**src/rtl/mud_pkg.sv**
```systemverilog
// Shared types and constants for the meter upload deframer.
// Holds the transfer payload structs, item and result codes, and register indexes.
// No dependencies.
package mud_pkg;

    localparam logic [7:0]  REQ_BYTE          = 8'hAA;
    localparam logic [9:0]  TEN_BITS          = 10'h3FF;
    localparam logic [15:0] MAX_SAMPLES_RESET = 16'd4096;
    localparam logic [15:0] TIMEOUT_RESET     = 16'd200;
    localparam logic        PACKING_RESET     = 1'b1;

    localparam int CFG_INDEX_W = 2;
    localparam int CFG_DATA_W  = 16;

    typedef enum logic [1:0] {
        KIND_START = 2'd0,
        KIND_BYTE  = 2'd1,
        KIND_TICK  = 2'd2,
        KIND_NONE  = 2'd3
    } item_kind_t;

    typedef enum logic [2:0] {
        RES_REQUEST     = 3'd0,
        RES_SAMPLE      = 3'd1,
        RES_EMPTY       = 3'd2,
        RES_BAD_COUNT   = 3'd3,
        RES_COUNT_TMO   = 3'd4,
        RES_SAMPLE_TMO  = 3'd5
    } result_kind_t;

    typedef enum logic [CFG_INDEX_W-1:0] {
        REG_PACKING_MODE    = 2'd0,
        REG_MAX_SAMPLES     = 2'd1,
        REG_BYTE_TIMEOUT_MS = 2'd2
    } reg_index_t;

    typedef struct packed {
        logic [1:0] kind;
        logic [7:0] rx_byte;
    } in_item_t;

    typedef struct packed {
        logic [2:0]  result_kind;
        logic [7:0]  tx_byte;
        logic [31:0] sample_count;
        logic [15:0] sample_number;
        logic [15:0] sample_index;
        logic [15:0] pulse_count;
        logic        last_sample;
    } out_item_t;

endpackage

```
**src/rtl/mud_engine.sv**
```systemverilog
// Exchange state machine and configuration registers of the meter upload deframer.
// Takes one item per step strobe and produces at most one result combinationally.
// Depends on mud_pkg.
module mud_engine (
    input  logic                                clk,
    input  logic                                rst_n,
    input  logic                                cfg_valid,
    input  logic [mud_pkg::CFG_INDEX_W-1:0]     cfg_index,
    input  logic [mud_pkg::CFG_DATA_W-1:0]      cfg_data,
    input  logic                                step,
    input  mud_pkg::in_item_t                   item,
    output logic                                res_valid,
    output mud_pkg::out_item_t                  res
);

    typedef enum logic [1:0] {
        PH_IDLE    = 2'd0,
        PH_COUNT   = 2'd1,
        PH_SAMPLES = 2'd2
    } phase_t;

    logic        packing_mode_reg;
    logic [15:0] max_samples_reg;
    logic [15:0] byte_timeout_ms_reg;

    phase_t      phase_reg,         phase_next;
    logic [1:0]  hdr_seen_reg,      hdr_seen_next;
    logic [31:0] count_value_reg,   count_value_next;
    logic [15:0] samples_done_reg,  samples_done_next;
    logic [1:0]  smp_seen_reg,      smp_seen_next;
    logic [31:0] sample_shift_reg,  sample_shift_next;
    logic [15:0] idle_ticks_reg,    idle_ticks_next;
    logic [15:0] latest_index_reg,  latest_index_next;
    logic [15:0] latest_pulses_reg, latest_pulses_next;

    logic [15:0] ticks_inc;
    logic [31:0] count_word;
    logic [1:0]  hdr_inc;
    logic [31:0] shift_word;
    logic [2:0]  seen_inc;
    logic [2:0]  sample_size;
    logic [15:0] dec_index;
    logic [15:0] dec_pulses;
    logic [16:0] done_inc;
    logic        is_last;

    always_comb
    begin
        ticks_inc   = (idle_ticks_reg == 16'hFFFF) ? idle_ticks_reg : idle_ticks_reg + 16'd1;
        count_word  = {count_value_reg[23:0], item.rx_byte};
        hdr_inc     = hdr_seen_reg + 2'd1;
        shift_word  = {sample_shift_reg[23:0], item.rx_byte};
        seen_inc    = {1'b0, smp_seen_reg} + 3'd1;
        sample_size = packing_mode_reg ? 3'd3 : 3'd4;
        if (packing_mode_reg)
        begin
            dec_index  = {6'd0, shift_word[23:14] & mud_pkg::TEN_BITS};
            dec_pulses = {6'd0, shift_word[13:4] & mud_pkg::TEN_BITS};
        end
        else
        begin
            dec_index  = shift_word[31:16];
            dec_pulses = shift_word[15:0];
        end
        done_inc = {1'b0, samples_done_reg} + 17'd1;
        is_last  = ({15'd0, done_inc} == count_value_reg);
    end

    always_comb
    begin
        phase_next         = phase_reg;
        hdr_seen_next      = hdr_seen_reg;
        count_value_next   = count_value_reg;
        samples_done_next  = samples_done_reg;
        smp_seen_next      = smp_seen_reg;
        sample_shift_next  = sample_shift_reg;
        idle_ticks_next    = idle_ticks_reg;
        latest_index_next  = latest_index_reg;
        latest_pulses_next = latest_pulses_reg;
        res_valid          = 1'b0;
        res                = '0;

        if (step)
        begin
            case (item.kind)
                mud_pkg::KIND_START:
                begin
                    phase_next         = PH_COUNT;
                    hdr_seen_next      = 2'd0;
                    count_value_next   = '0;
                    samples_done_next  = '0;
                    smp_seen_next      = 2'd0;
                    sample_shift_next  = '0;
                    idle_ticks_next    = '0;
                    latest_index_next  = '0;
                    latest_pulses_next = '0;
                    res_valid          = 1'b1;
                    res.result_kind    = mud_pkg::RES_REQUEST;
                    res.tx_byte        = mud_pkg::REQ_BYTE;
                end
                mud_pkg::KIND_TICK:
                begin
                    if (phase_reg != PH_IDLE)
                    begin
                        idle_ticks_next = ticks_inc;
                        if (ticks_inc >= byte_timeout_ms_reg)
                        begin
                            res_valid  = 1'b1;
                            phase_next = PH_IDLE;
                            if (phase_reg == PH_COUNT)
                            begin
                                res.result_kind = mud_pkg::RES_COUNT_TMO;
                            end
                            else
                            begin
                                res.result_kind   = mud_pkg::RES_SAMPLE_TMO;
                                res.sample_count  = count_value_reg;
                                res.sample_number = samples_done_reg;
                                res.sample_index  = latest_index_reg;
                                res.pulse_count   = latest_pulses_reg;
                            end
                        end
                    end
                end
                mud_pkg::KIND_BYTE:
                begin
                    if (phase_reg == PH_COUNT)
                    begin
                        idle_ticks_next  = '0;
                        count_value_next = count_word;
                        hdr_seen_next    = hdr_inc;
                        if (hdr_inc == 2'd0)
                        begin
                            if (count_word == 32'd0)
                            begin
                                res_valid       = 1'b1;
                                res.result_kind = mud_pkg::RES_EMPTY;
                                phase_next      = PH_IDLE;
                            end
                            else if (count_word > {16'd0, max_samples_reg})
                            begin
                                res_valid        = 1'b1;
                                res.result_kind  = mud_pkg::RES_BAD_COUNT;
                                res.sample_count = count_word;
                                phase_next       = PH_IDLE;
                            end
                            else
                            begin
                                phase_next        = PH_SAMPLES;
                                samples_done_next = '0;
                                smp_seen_next     = 2'd0;
                                sample_shift_next = '0;
                            end
                        end
                    end
                    else if (phase_reg == PH_SAMPLES)
                    begin
                        idle_ticks_next   = '0;
                        sample_shift_next = shift_word;
                        if (seen_inc < sample_size)
                        begin
                            smp_seen_next = seen_inc[1:0];
                        end
                        else
                        begin
                            res_valid          = 1'b1;
                            res.result_kind    = mud_pkg::RES_SAMPLE;
                            res.sample_count   = count_value_reg;
                            res.sample_number  = samples_done_reg;
                            res.sample_index   = dec_index;
                            res.pulse_count    = dec_pulses;
                            res.last_sample    = is_last;
                            latest_index_next  = dec_index;
                            latest_pulses_next = dec_pulses;
                            samples_done_next  = done_inc[15:0];
                            smp_seen_next      = 2'd0;
                            sample_shift_next  = '0;
                            if (is_last)
                            begin
                                phase_next = PH_IDLE;
                            end
                        end
                    end
                end
                default:
                begin
                    res_valid = 1'b0;
                end
            endcase
        end
    end

    always_ff @(posedge clk or negedge rst_n)
    begin
        if (!rst_n)
        begin
            packing_mode_reg    <= mud_pkg::PACKING_RESET;
            max_samples_reg     <= mud_pkg::MAX_SAMPLES_RESET;
            byte_timeout_ms_reg <= mud_pkg::TIMEOUT_RESET;
            phase_reg           <= PH_IDLE;
            hdr_seen_reg        <= '0;
            count_value_reg     <= '0;
            samples_done_reg    <= '0;
            smp_seen_reg        <= '0;
            sample_shift_reg    <= '0;
            idle_ticks_reg      <= '0;
            latest_index_reg    <= '0;
            latest_pulses_reg   <= '0;
        end
        else
        begin
            if (cfg_valid)
            begin
                case (cfg_index)
                    mud_pkg::REG_PACKING_MODE:    packing_mode_reg    <= cfg_data[0];
                    mud_pkg::REG_MAX_SAMPLES:     max_samples_reg     <= cfg_data;
                    mud_pkg::REG_BYTE_TIMEOUT_MS: byte_timeout_ms_reg <= cfg_data;
                    default:                      packing_mode_reg    <= packing_mode_reg;
                endcase
            end
            phase_reg         <= phase_next;
            hdr_seen_reg      <= hdr_seen_next;
            count_value_reg   <= count_value_next;
            samples_done_reg  <= samples_done_next;
            smp_seen_reg      <= smp_seen_next;
            sample_shift_reg  <= sample_shift_next;
            idle_ticks_reg    <= idle_ticks_next;
            latest_index_reg  <= latest_index_next;
            latest_pulses_reg <= latest_pulses_next;
        end
    end

endmodule

```
**src/rtl/meter_upload_deframer_core.sv**
```systemverilog
// Top level of the meter upload deframer: input register, exchange engine, result register.
// Depends on mud_pkg and mud_engine.
//
// Meter upload deframer. A start item (kind 0) abandons any exchange in progress and
// returns the request byte 0xAA; received bytes (kind 1) then build a 4-byte big-endian
// sample count and the samples that follow, packed 16/16 in four bytes (packing_mode 0)
// or 10/10 in three bytes (packing_mode 1); millisecond ticks (kind 2) drive the
// inter-byte timeout. Each item gives zero or one result. Throughput is one item per
// clock while the output is not stalled: an accepted item is held in the input register,
// the engine processes it in a single pass when it advances, and its result, if any, is
// loaded into the result register, which drives out_valid. The input register advances
// whenever the result register is empty or being emptied in the same cycle; a stalled
// output holds back the input only once the input register is also occupied.
// Configuration writes are always taken (cfg_ready is tied high) and are meant to happen
// only while no item is in flight; a write to an index beyond the register list is
// ignored.
module meter_upload_deframer_core (
    input  logic                                clk,
    input  logic                                rst_n,
    input  logic                                in_valid,
    output logic                                in_ready,
    input  mud_pkg::in_item_t                   in_data,
    output logic                                out_valid,
    input  logic                                out_ready,
    output mud_pkg::out_item_t                  out_data,
    input  logic                                cfg_valid,
    output logic                                cfg_ready,
    input  logic [mud_pkg::CFG_INDEX_W-1:0]     cfg_index,
    input  logic [mud_pkg::CFG_DATA_W-1:0]      cfg_data
);

    // input stage
    logic               item_valid_reg, item_valid_next;
    mud_pkg::in_item_t  item_reg;

    // result stage
    logic               res_valid_reg, res_valid_next;
    mud_pkg::out_item_t res_reg;

    logic               advance;
    logic               eng_res_valid;
    mud_pkg::out_item_t eng_res;

    // The held item moves into the engine when the result slot is free this cycle.
    assign advance   = item_valid_reg && (!res_valid_reg || out_ready);
    assign in_ready  = !item_valid_reg || advance;
    assign cfg_ready = 1'b1;

    assign out_valid = res_valid_reg;
    assign out_data  = res_reg;

    mud_engine u_engine (
        .clk       (clk),
        .rst_n     (rst_n),
        .cfg_valid (cfg_valid),
        .cfg_index (cfg_index),
        .cfg_data  (cfg_data),
        .step      (advance),
        .item      (item_reg),
        .res_valid (eng_res_valid),
        .res       (eng_res)
    );

    always_comb
    begin
        item_valid_next = item_valid_reg;
        if (in_valid && in_ready)
        begin
            item_valid_next = 1'b1;
        end
        else if (advance)
        begin
            item_valid_next = 1'b0;
        end

        res_valid_next = res_valid_reg && !out_ready;
        if (advance && eng_res_valid)
        begin
            res_valid_next = 1'b1;
        end
    end

    always_ff @(posedge clk or negedge rst_n)
    begin
        if (!rst_n)
        begin
            item_valid_reg <= 1'b0;
            res_valid_reg  <= 1'b0;
        end
        else
        begin
            item_valid_reg <= item_valid_next;
            res_valid_reg  <= res_valid_next;
        end
    end

    // payload registers, no reset
    always_ff @(posedge clk)
    begin
        if (in_valid && in_ready)
        begin
            item_reg <= in_data;
        end
        if (advance && eng_res_valid)
        begin
            res_reg <= eng_res;
        end
    end

endmodule

```
**config.mk**
```make
export PLATFORM = sky130hd
export DESIGN_NAME = meter_upload_deframer_core
export DESIGN_NICKNAME = d
export VERILOG_FILES = /design/src/rtl/mud_pkg.sv /design/src/rtl/mud_engine.sv /design/src/rtl/meter_upload_deframer_core.sv
export SDC_FILE = /design/constraint.sdc
export NUM_CORES = 1
export LEC_CHECK = 0
export BUFFER_PORTS_ARGS = -buffer_cell sky130_fd_sc_hd__buf_2
export CORE_ASPECT_RATIO = 1.5
export CORE_MARGIN = 2
export CORE_UTILIZATION = 59
export CTS_BUF_LIST = sky130_fd_sc_hd__clkbuf_8 sky130_fd_sc_hd__clkbuf_16
export DETAILED_ROUTE_END_ITERATION = 8
export PLACE_DENSITY_LB_ADDON = 0.08
export RECOVER_POWER = 100
export SLEW_MARGIN = 10
export SYNTH_ARGS = -nofsm -noshare
export SYNTH_HDL_FRONTEND = slang
export SYNTH_SLANG_ARGS = --single-unit
```
**constraint.sdc**
```tcl
create_clock -name clk -period 5.85 [get_ports clk]
set_input_delay 0.2925 -clock clk [delete_from_list [all_inputs] [get_ports clk]]
set_output_delay 0.2925 -clock clk [all_outputs]
set_load 0.02 [all_outputs]
```
# ---- Word level (Yosys, flattened, before mapping)
# Cells that the tools add are included.
dict set report op_classes {
  addsub 4
  n_lt_le_gt_ge 3
  n_eq_ne 20
  mux 86
  bitwise 3
  reduce_logical 27
}
# cell count
set ops {}
lappend ops {{2-to-1 mux 16 bit} 18}
lappend ops {{2-to-1 mux 80 bit} 3}
lappend ops {{2-to-1 mux 81 bit} 2}
lappend ops {{2-to-1 mux 32 bit} 5}
lappend ops {{one-hot mux 80 bit (2 select lines)} 1}
lappend ops {{2-to-1 mux 24 bit} 6}
lappend ops {{one-hot mux 16 bit (2 select lines)} 3}
lappend ops {{one-hot mux 32 bit (2 select lines)} 1}
lappend ops {{2-to-1 mux 49 bit} 1}
lappend ops {{one-hot mux 16 bit (3 select lines)} 1}
lappend ops {{one-hot mux 24 bit (2 select lines)} 1}
lappend ops {{2-to-1 mux 2 bit} 17}
lappend ops {{== test 17 x 32 -> 1 bit} 1}
lappend ops {{greater-than comparator 32 x 16 -> 1 bit} 1}
lappend ops {{zero test 32 bit} 1}
lappend ops {{2-to-1 mux 3 bit} 7}
lappend ops {{adder 16 x 1 -> 17 bit (second input constant)} 1}
lappend ops {{adder 16 x 1 -> 16 bit (second input constant)} 1}
lappend ops {{== test 16 bit (second input constant)} 1}
lappend ops {{greater-or-equal comparator 16 bit} 1}
lappend ops {{2-to-1 mux 1 bit} 14}
lappend ops {{inequality test 3 bit (second input constant)} 3}
lappend ops {{2-to-1 mux 8 bit} 1}
lappend ops {{inequality test 2 x 1 -> 1 bit (second input constant)} 4}
lappend ops {{other kinds (27)} 48}
dict set report word_totals {
  regBits 263
  in_bits 33
  output_inout_bits 95
  wordCells 166
}

# ---- Depth between registers and ports, before layout
dict set report depth {
  depth_word 9
  mapped_depth 18
  mapped_depth_nobuf 16
}

# ---- By module
# A second synthesis with hierarchy kept.
dict set report hier_totals {
  hier_cells 1197
  area_unflattened_um2 13130.1
}
# module n_inst cells_each area_per_inst_um2 seq_area_each_um2
set by_module_without_submodules {}
lappend by_module_without_submodules {mud_engine 1 1083 9947.0 3985.1}
lappend by_module_without_submodules {meter_upload_deframer_core 1 114 3183.1 3113.0}

# ---- Worst setup path after synthesis
# OpenSTA, ideal clock, no wires.
dict set report synth_path {
  path_type {reg2reg}
  start {register u_engine.idle_ticks_reg[0]}
  end {register res_reg (netlist bit out_data[0]), enable pin}
  setup_time_ns 0.461
  arrival_ns 4.957
  required_ns 5.389
  slack_ns 0.432
  stages_incl_launch_ff 16
  n_path_buf 0
  synth_period_minus_slack_ns 5.418
  cell_sequence {dfrtp_1 > ha_1 > nand3_1 > nor4_1 > nand3_1 > nand2b_1 > nor3_1 > xor2_1 > ha_1 > a21o_1 > a21oi_1 > a21oi_1 > o21a_1 > o21ai_1 > nor2_1 > o41a_1}
}
dict set report synth_between {
  elab_chain_len 8
  elab_cells_between_ends 9
  cone_classes {add/sub (1); order compare (1); eq/ne (1); mux (5); reduce/logical (1)}
}
# item line_no
set synth_lines {}
lappend synth_lines {{start: declaration} mud_engine.sv:32} ;# logic [15:0] idle_ticks_reg, idle_ticks_next;
lappend synth_lines {{start signal: assignment} mud_engine.sv:227} ;# idle_ticks_reg <= idle_ticks_next;
lappend synth_lines {{adder 16 x 1 -> 16 bit or == test 16 bit (tied branches)} mud_engine.sv:49} ;# ticks_inc = (idle_ticks_reg == 16'hFFFF) ? idle_ticks_reg : idle_ticks_reg + 16'd1;
lappend synth_lines {{2-to-1 mux 16 bit (*)} mud_engine.sv:49}
lappend synth_lines {{greater-or-equal comparator 16 bit (*)} mud_engine.sv:106} ;# if (ticks_inc >= byte_timeout_ms_reg)
lappend synth_lines {{2-to-1 mux 1 bit (*)} mud_engine.sv:106}
lappend synth_lines {{2-to-1 mux 1 bit (*)} mud_engine.sv:103} ;# if (phase_reg != PH_IDLE)
lappend synth_lines {{one-hot mux 1 bit (3 select lines) (*)} mud_engine.sv:85} ;# case (item.kind)
lappend synth_lines {{2-to-1 mux 1 bit (*)} mud_engine.sv:83} ;# if (step)
lappend synth_lines {{logical AND 1 bit (*)} meter_upload_deframer_core.sv:104} ;# if (advance && eng_res_valid)
lappend synth_lines {{end signal: assignment} meter_upload_deframer_core.sv:106} ;# res_reg <= eng_res;
lappend synth_lines {{end: declaration} meter_upload_deframer_core.sv:38} ;# mud_pkg::out_item_t res_reg;
# Mark *: on every way between the ends. The rest lies on a longest branch, timed or not.
# A chain may end at the register's enable or synchronous reset.

# ---- Final worst setup path
dict set report layout_path {
  start {register u_engine.idle_ticks_reg[0]}
  end {register res_reg (netlist bit out_data[30]), enable pin}
}
# Same word-level chain as after synthesis.

==> parameters.txt <==
Parameter                              Value

Outcome
  Result of the run ... finished, violations left
  Failing checks ... max-capacitance violations, max-slew violations

Timing
  Time the final worst path needs with I/O delays and setup ... 5360 ps
  Worst Slack Setup Final ... 493 ps
  Period utilization ... 91.6%
  Hold Fails Final Rpt ... 0
  Number of max-slew violations in the final report ... 202
  Peak Freq ... 187 MHz
  Setup violation total in the final timing report ... 0
  Maximum clock skew at final layout ... 12.2 ps
  Total negative setup slack ... 0 ps
  Slew margin rel. ... -180%
  Transition time at the pin with the least slew margin ... 4210 ps
  RSZ-0062 raised after global routing ... no

Finish
  Footprint of the flip-flops and latches ... 6890 µm²
  Multi-input gate area in the final layout ... 5120 µm²
  Ant diodes ... 0
  Filler Cells Inserted ... 1,719
  Fraction of layout instances using a drive strength above 1 ... 10.2%
  Area added between synthesis and finish ... 12.6%
  Nets@finish ... 1,364
  Final design utilization ... 67.7%
  Count of non-filler cells in the finished layout ... 1,576
  Number of flip-flops in the largest register ... 85

Synthesis
  Primary FF master, synth ... dfrtp_1
  Summed instance area of the synthesized netlist ... 12,600 µm²
  Area fraction of the dominant cell type after synthesis ... 31.0%
  Instance count of the mapped netlist ... 1,193
  Top cells by area in the synthesized netlist ... dfrtp_1 31%, edfxtp_1 23%, a22o_1 4.7%
  Synth async-reset ratio ... 62.9%
  Mapped Avg Cell Area ... 10.6 µm²
  Part of the Yosys area used for sequential elements ... 54.6%
  Register bit count reported by yosys ... 256
  Number of enable flip-flop cells after synthesis ... 95
  Cell type with the largest total area after synthesis ... dfrtp_1
  Post-synth cell types ... 68
  Count of warnings emitted by yosys ... 0

Setup path
  Setup CP Type ... reg2reg
  Worst Path Required ... 6100 ps
  Arrival time worst endpoint ... 5610 ps
  Length in cells of the worst reg-to-reg path ... 17
  Worst setup SP type ... flop
  Reg-to-reg slack, setup ... 490 ps
  Nature of the critical path endpoint ... flop
  Maximum fanout encountered on the critical timing path ... 31

Clock network
  Number of clock buffers inserted by TritonCTS ... 25
  Number of gates resized after cts ... 0
  Clock transition at the registers of the reported paths ... 70 ps
  Root Driver ... clkbuf_16
  Maximum number of buffers from clock root to sink ... 3
  Worst skew pair latency ... 540 ps
  H-tree depth ... 1
  CTS tree ... built
  # clock sinks ... 256

Drt
  Iteration-0 DRC Markers ... 845
  Detailed-routing iteration count for the pre-antenna-repair pass ... 5
  Final routed wirelength across all metal layers ... 30,800 µm
  Via density per instance ... 6.03
  Count of antenna-violating nets left after detailed routing ... 0
  Total via count in the routed design ... 9,509
  Post-route DRC ... 0
  Routed len/inst ... 19.5 µm

Hold path
  Worst Hold Path Cells ... 2
  Type of the tightest min-delay check ... in2reg

Floorplan
  Starting utilization of the core area ... 60.1%
  Total die area ... 22,600 µm²
  Core Rows ... 65
  Die height ... 183 µm
  Core area ... 21,000 µm²
  Die width ... 123 µm
  Count of boundary I/O pins ... 128

Place
  Final HPWL DP ... 20,900 µm
  Routability Congestion ... 0.857
  Total of buffers placed on input and output ports ... 122
  Post-Place Setup Slack ... 588 ps
  Instance count after placement with tap cells included ... 1,517

GRT
  Global Route Usage Sum ... 27.6%
  Met1 capacity usage during global routing ... 34.4%
  Top Usage Layer GRT ... met2
  Met2 usage in global routing ... 48.9%
  Maximum number of pins on one net before global-route repair ... 92
  Global-route congestion overflow total ... 0
  GR Layer Usage met3 ... 2.58%
  Wire length of the first global-routing pass ... 48,800 µm
  Via count of the first global-routing pass ... 9,206
  Antenna violations before repair ... 0

Power
  Static Leak ... 5.87 nW
  Maximum vdd ir drop ... 0.234 mV
  Power density over cell area ... 331 nW/µm²

Flow run
  Max-cap violation count ... 4
==> layout make-up <==
cell class                      instances  share of cell area, %
Clock buffer                           26                   4.50
Tap cell                              268                   2.36
Multi-Input combinational cell        796                   36.0
Inverter                               60                   1.59
Clock inverter                         20                   2.05
Sequential cell                       256                   48.5
Timing Repair Buffer                  150                   4.99
==> kinds of logic (layout without fill, tap and decap cells) <==
logic type               count (synthesis)  in the layout  synth area share, %
buffers and inverters                  144            256                 4.79
XOR/XNOR                                29             29                 2.01
adder cells (fa/ha/maj)                 42             42                 4.17
multiplexers                            44             44                 3.91
AND/OR/NAND/NOR                        371            371                 14.0
flip-flops                             256            256                 54.6
other                                    2              5               0.0596
AO/OA/AOI/OAI                          305            305                 16.5
==> placed cells by master (no fill, tap or decap), types with 17 or more instances in the layout <==
| cell | instances |
|---|---|
| a21oi_1 | 29 |
| a22o_1 | 67 |
| buf_2 | 24 |
| clkbuf_1 | 103 |
| clkbuf_16 | 25 |
| dfrtp_1 | 156 |
| edfxtp_1 | 95 |
| ha_1 | 42 |
| inv_1 | 63 |
| mux2_2 | 41 |
| nand2_1 | 146 |
| nand3_1 | 46 |
| nor2_1 | 75 |
| o21ai_0 | 108 |
| xnor2_1 | 17 |
==> timing repair <==
item,CTS,global route
setup buffers,0,0
hold endpoints to repair,97,0
hold buffers,13,0
==> critical path: stages (launching register included) <==
cell	delay, ps
dfrtp_1	430
ha_1	240
nand3_1	120
nor4_1	510
nand3_1	480
nand2b_1	380
nor3_1	130
xor2_1	160
ha_1	330
a21o_1	170
a21oi_1	180
nand3_1	90
o21a_1	200
o21ai_0	240
buf_4	180
nor2_1	50
o41a_2	750
buf_4	400
==> metrics by stage <==
step | hold WS (ps) | total power (W) | cell area (µm²)
detailed placement | 429 | 0.00292 | 13400
global route | 4.19 | 0.00488 | 14200
finish | 7.79 | 0.00470 | 14200
global placement | 425 | 0.00289 | 13400
CTS | 1.88 | 0.00473 | 14400
floorplan | -3.09 | 0.00266 | 12600
==> where the power goes <==
group | switching, W | internal, W | leakage [nW]
clock network | 0.000709 | 0.00111 | 0.467
logic | 0.000423 | 0.000270 | 2.36
registers | 0.000186 | 0.00200 | 3.04
total | 0.00132 | 0.00338 | 5.87
==> final timing paths <==
check,start,to
worst max-delay path,u_engine.idle_ticks_reg[0],out_data[30]
worst min-delay path,cfg_data[2],u_engine.byte_timeout_ms_reg[2]
worst max register to register,u_engine.idle_ticks_reg[0],out_data[30]
worst min register to register,u_engine.latest_index_reg[0],u_engine.latest_index_reg[0]
max in group asynchronous,rst_n,u_engine.count_value_reg[25]
min in group asynchronous,rst_n,u_engine.samples_done_reg[9]
==> cells in the mapped netlist, types with 4 or more instances <==
library cell,number
dfrtp_1,156
nand2_1,146
o21ai_0,106
edfxtp_1,95
nor2_1,75
a22o_1,67
clkbuf_1,60
inv_1,60
nand3_1,45
ha_1,42
mux2_2,41
a21oi_1,29
and2_1,23
xnor2_1,17
a22oi_1,16
a32oi_1,16
nor3_1,15
a21o_1,13
o31ai_1,13
buf_4,12
nand4_1,12
xor2_1,12
and3_1,10
nor4_1,10
buf_2,8
nand2b_1,6
nor2b_1,6
a21boi_0,5
a31oi_1,5
dfstp_2,5
o21a_1,5
a211o_1,4
a211oi_1,4
o21ai_1,4
==> metal layers <==
metal / vias up / part of all wire (%) / wire length [µm]
li1: 4476 / - / -
met1: 4692 / 40 / 12300
met2: 264 / 52 / 16100
met3: 77 / 4.0 / 1220
met4: 0 / 3.9 / 1210
met5: - / 0 / 0
Note: power is estimated with default switching activity, not from simulation.
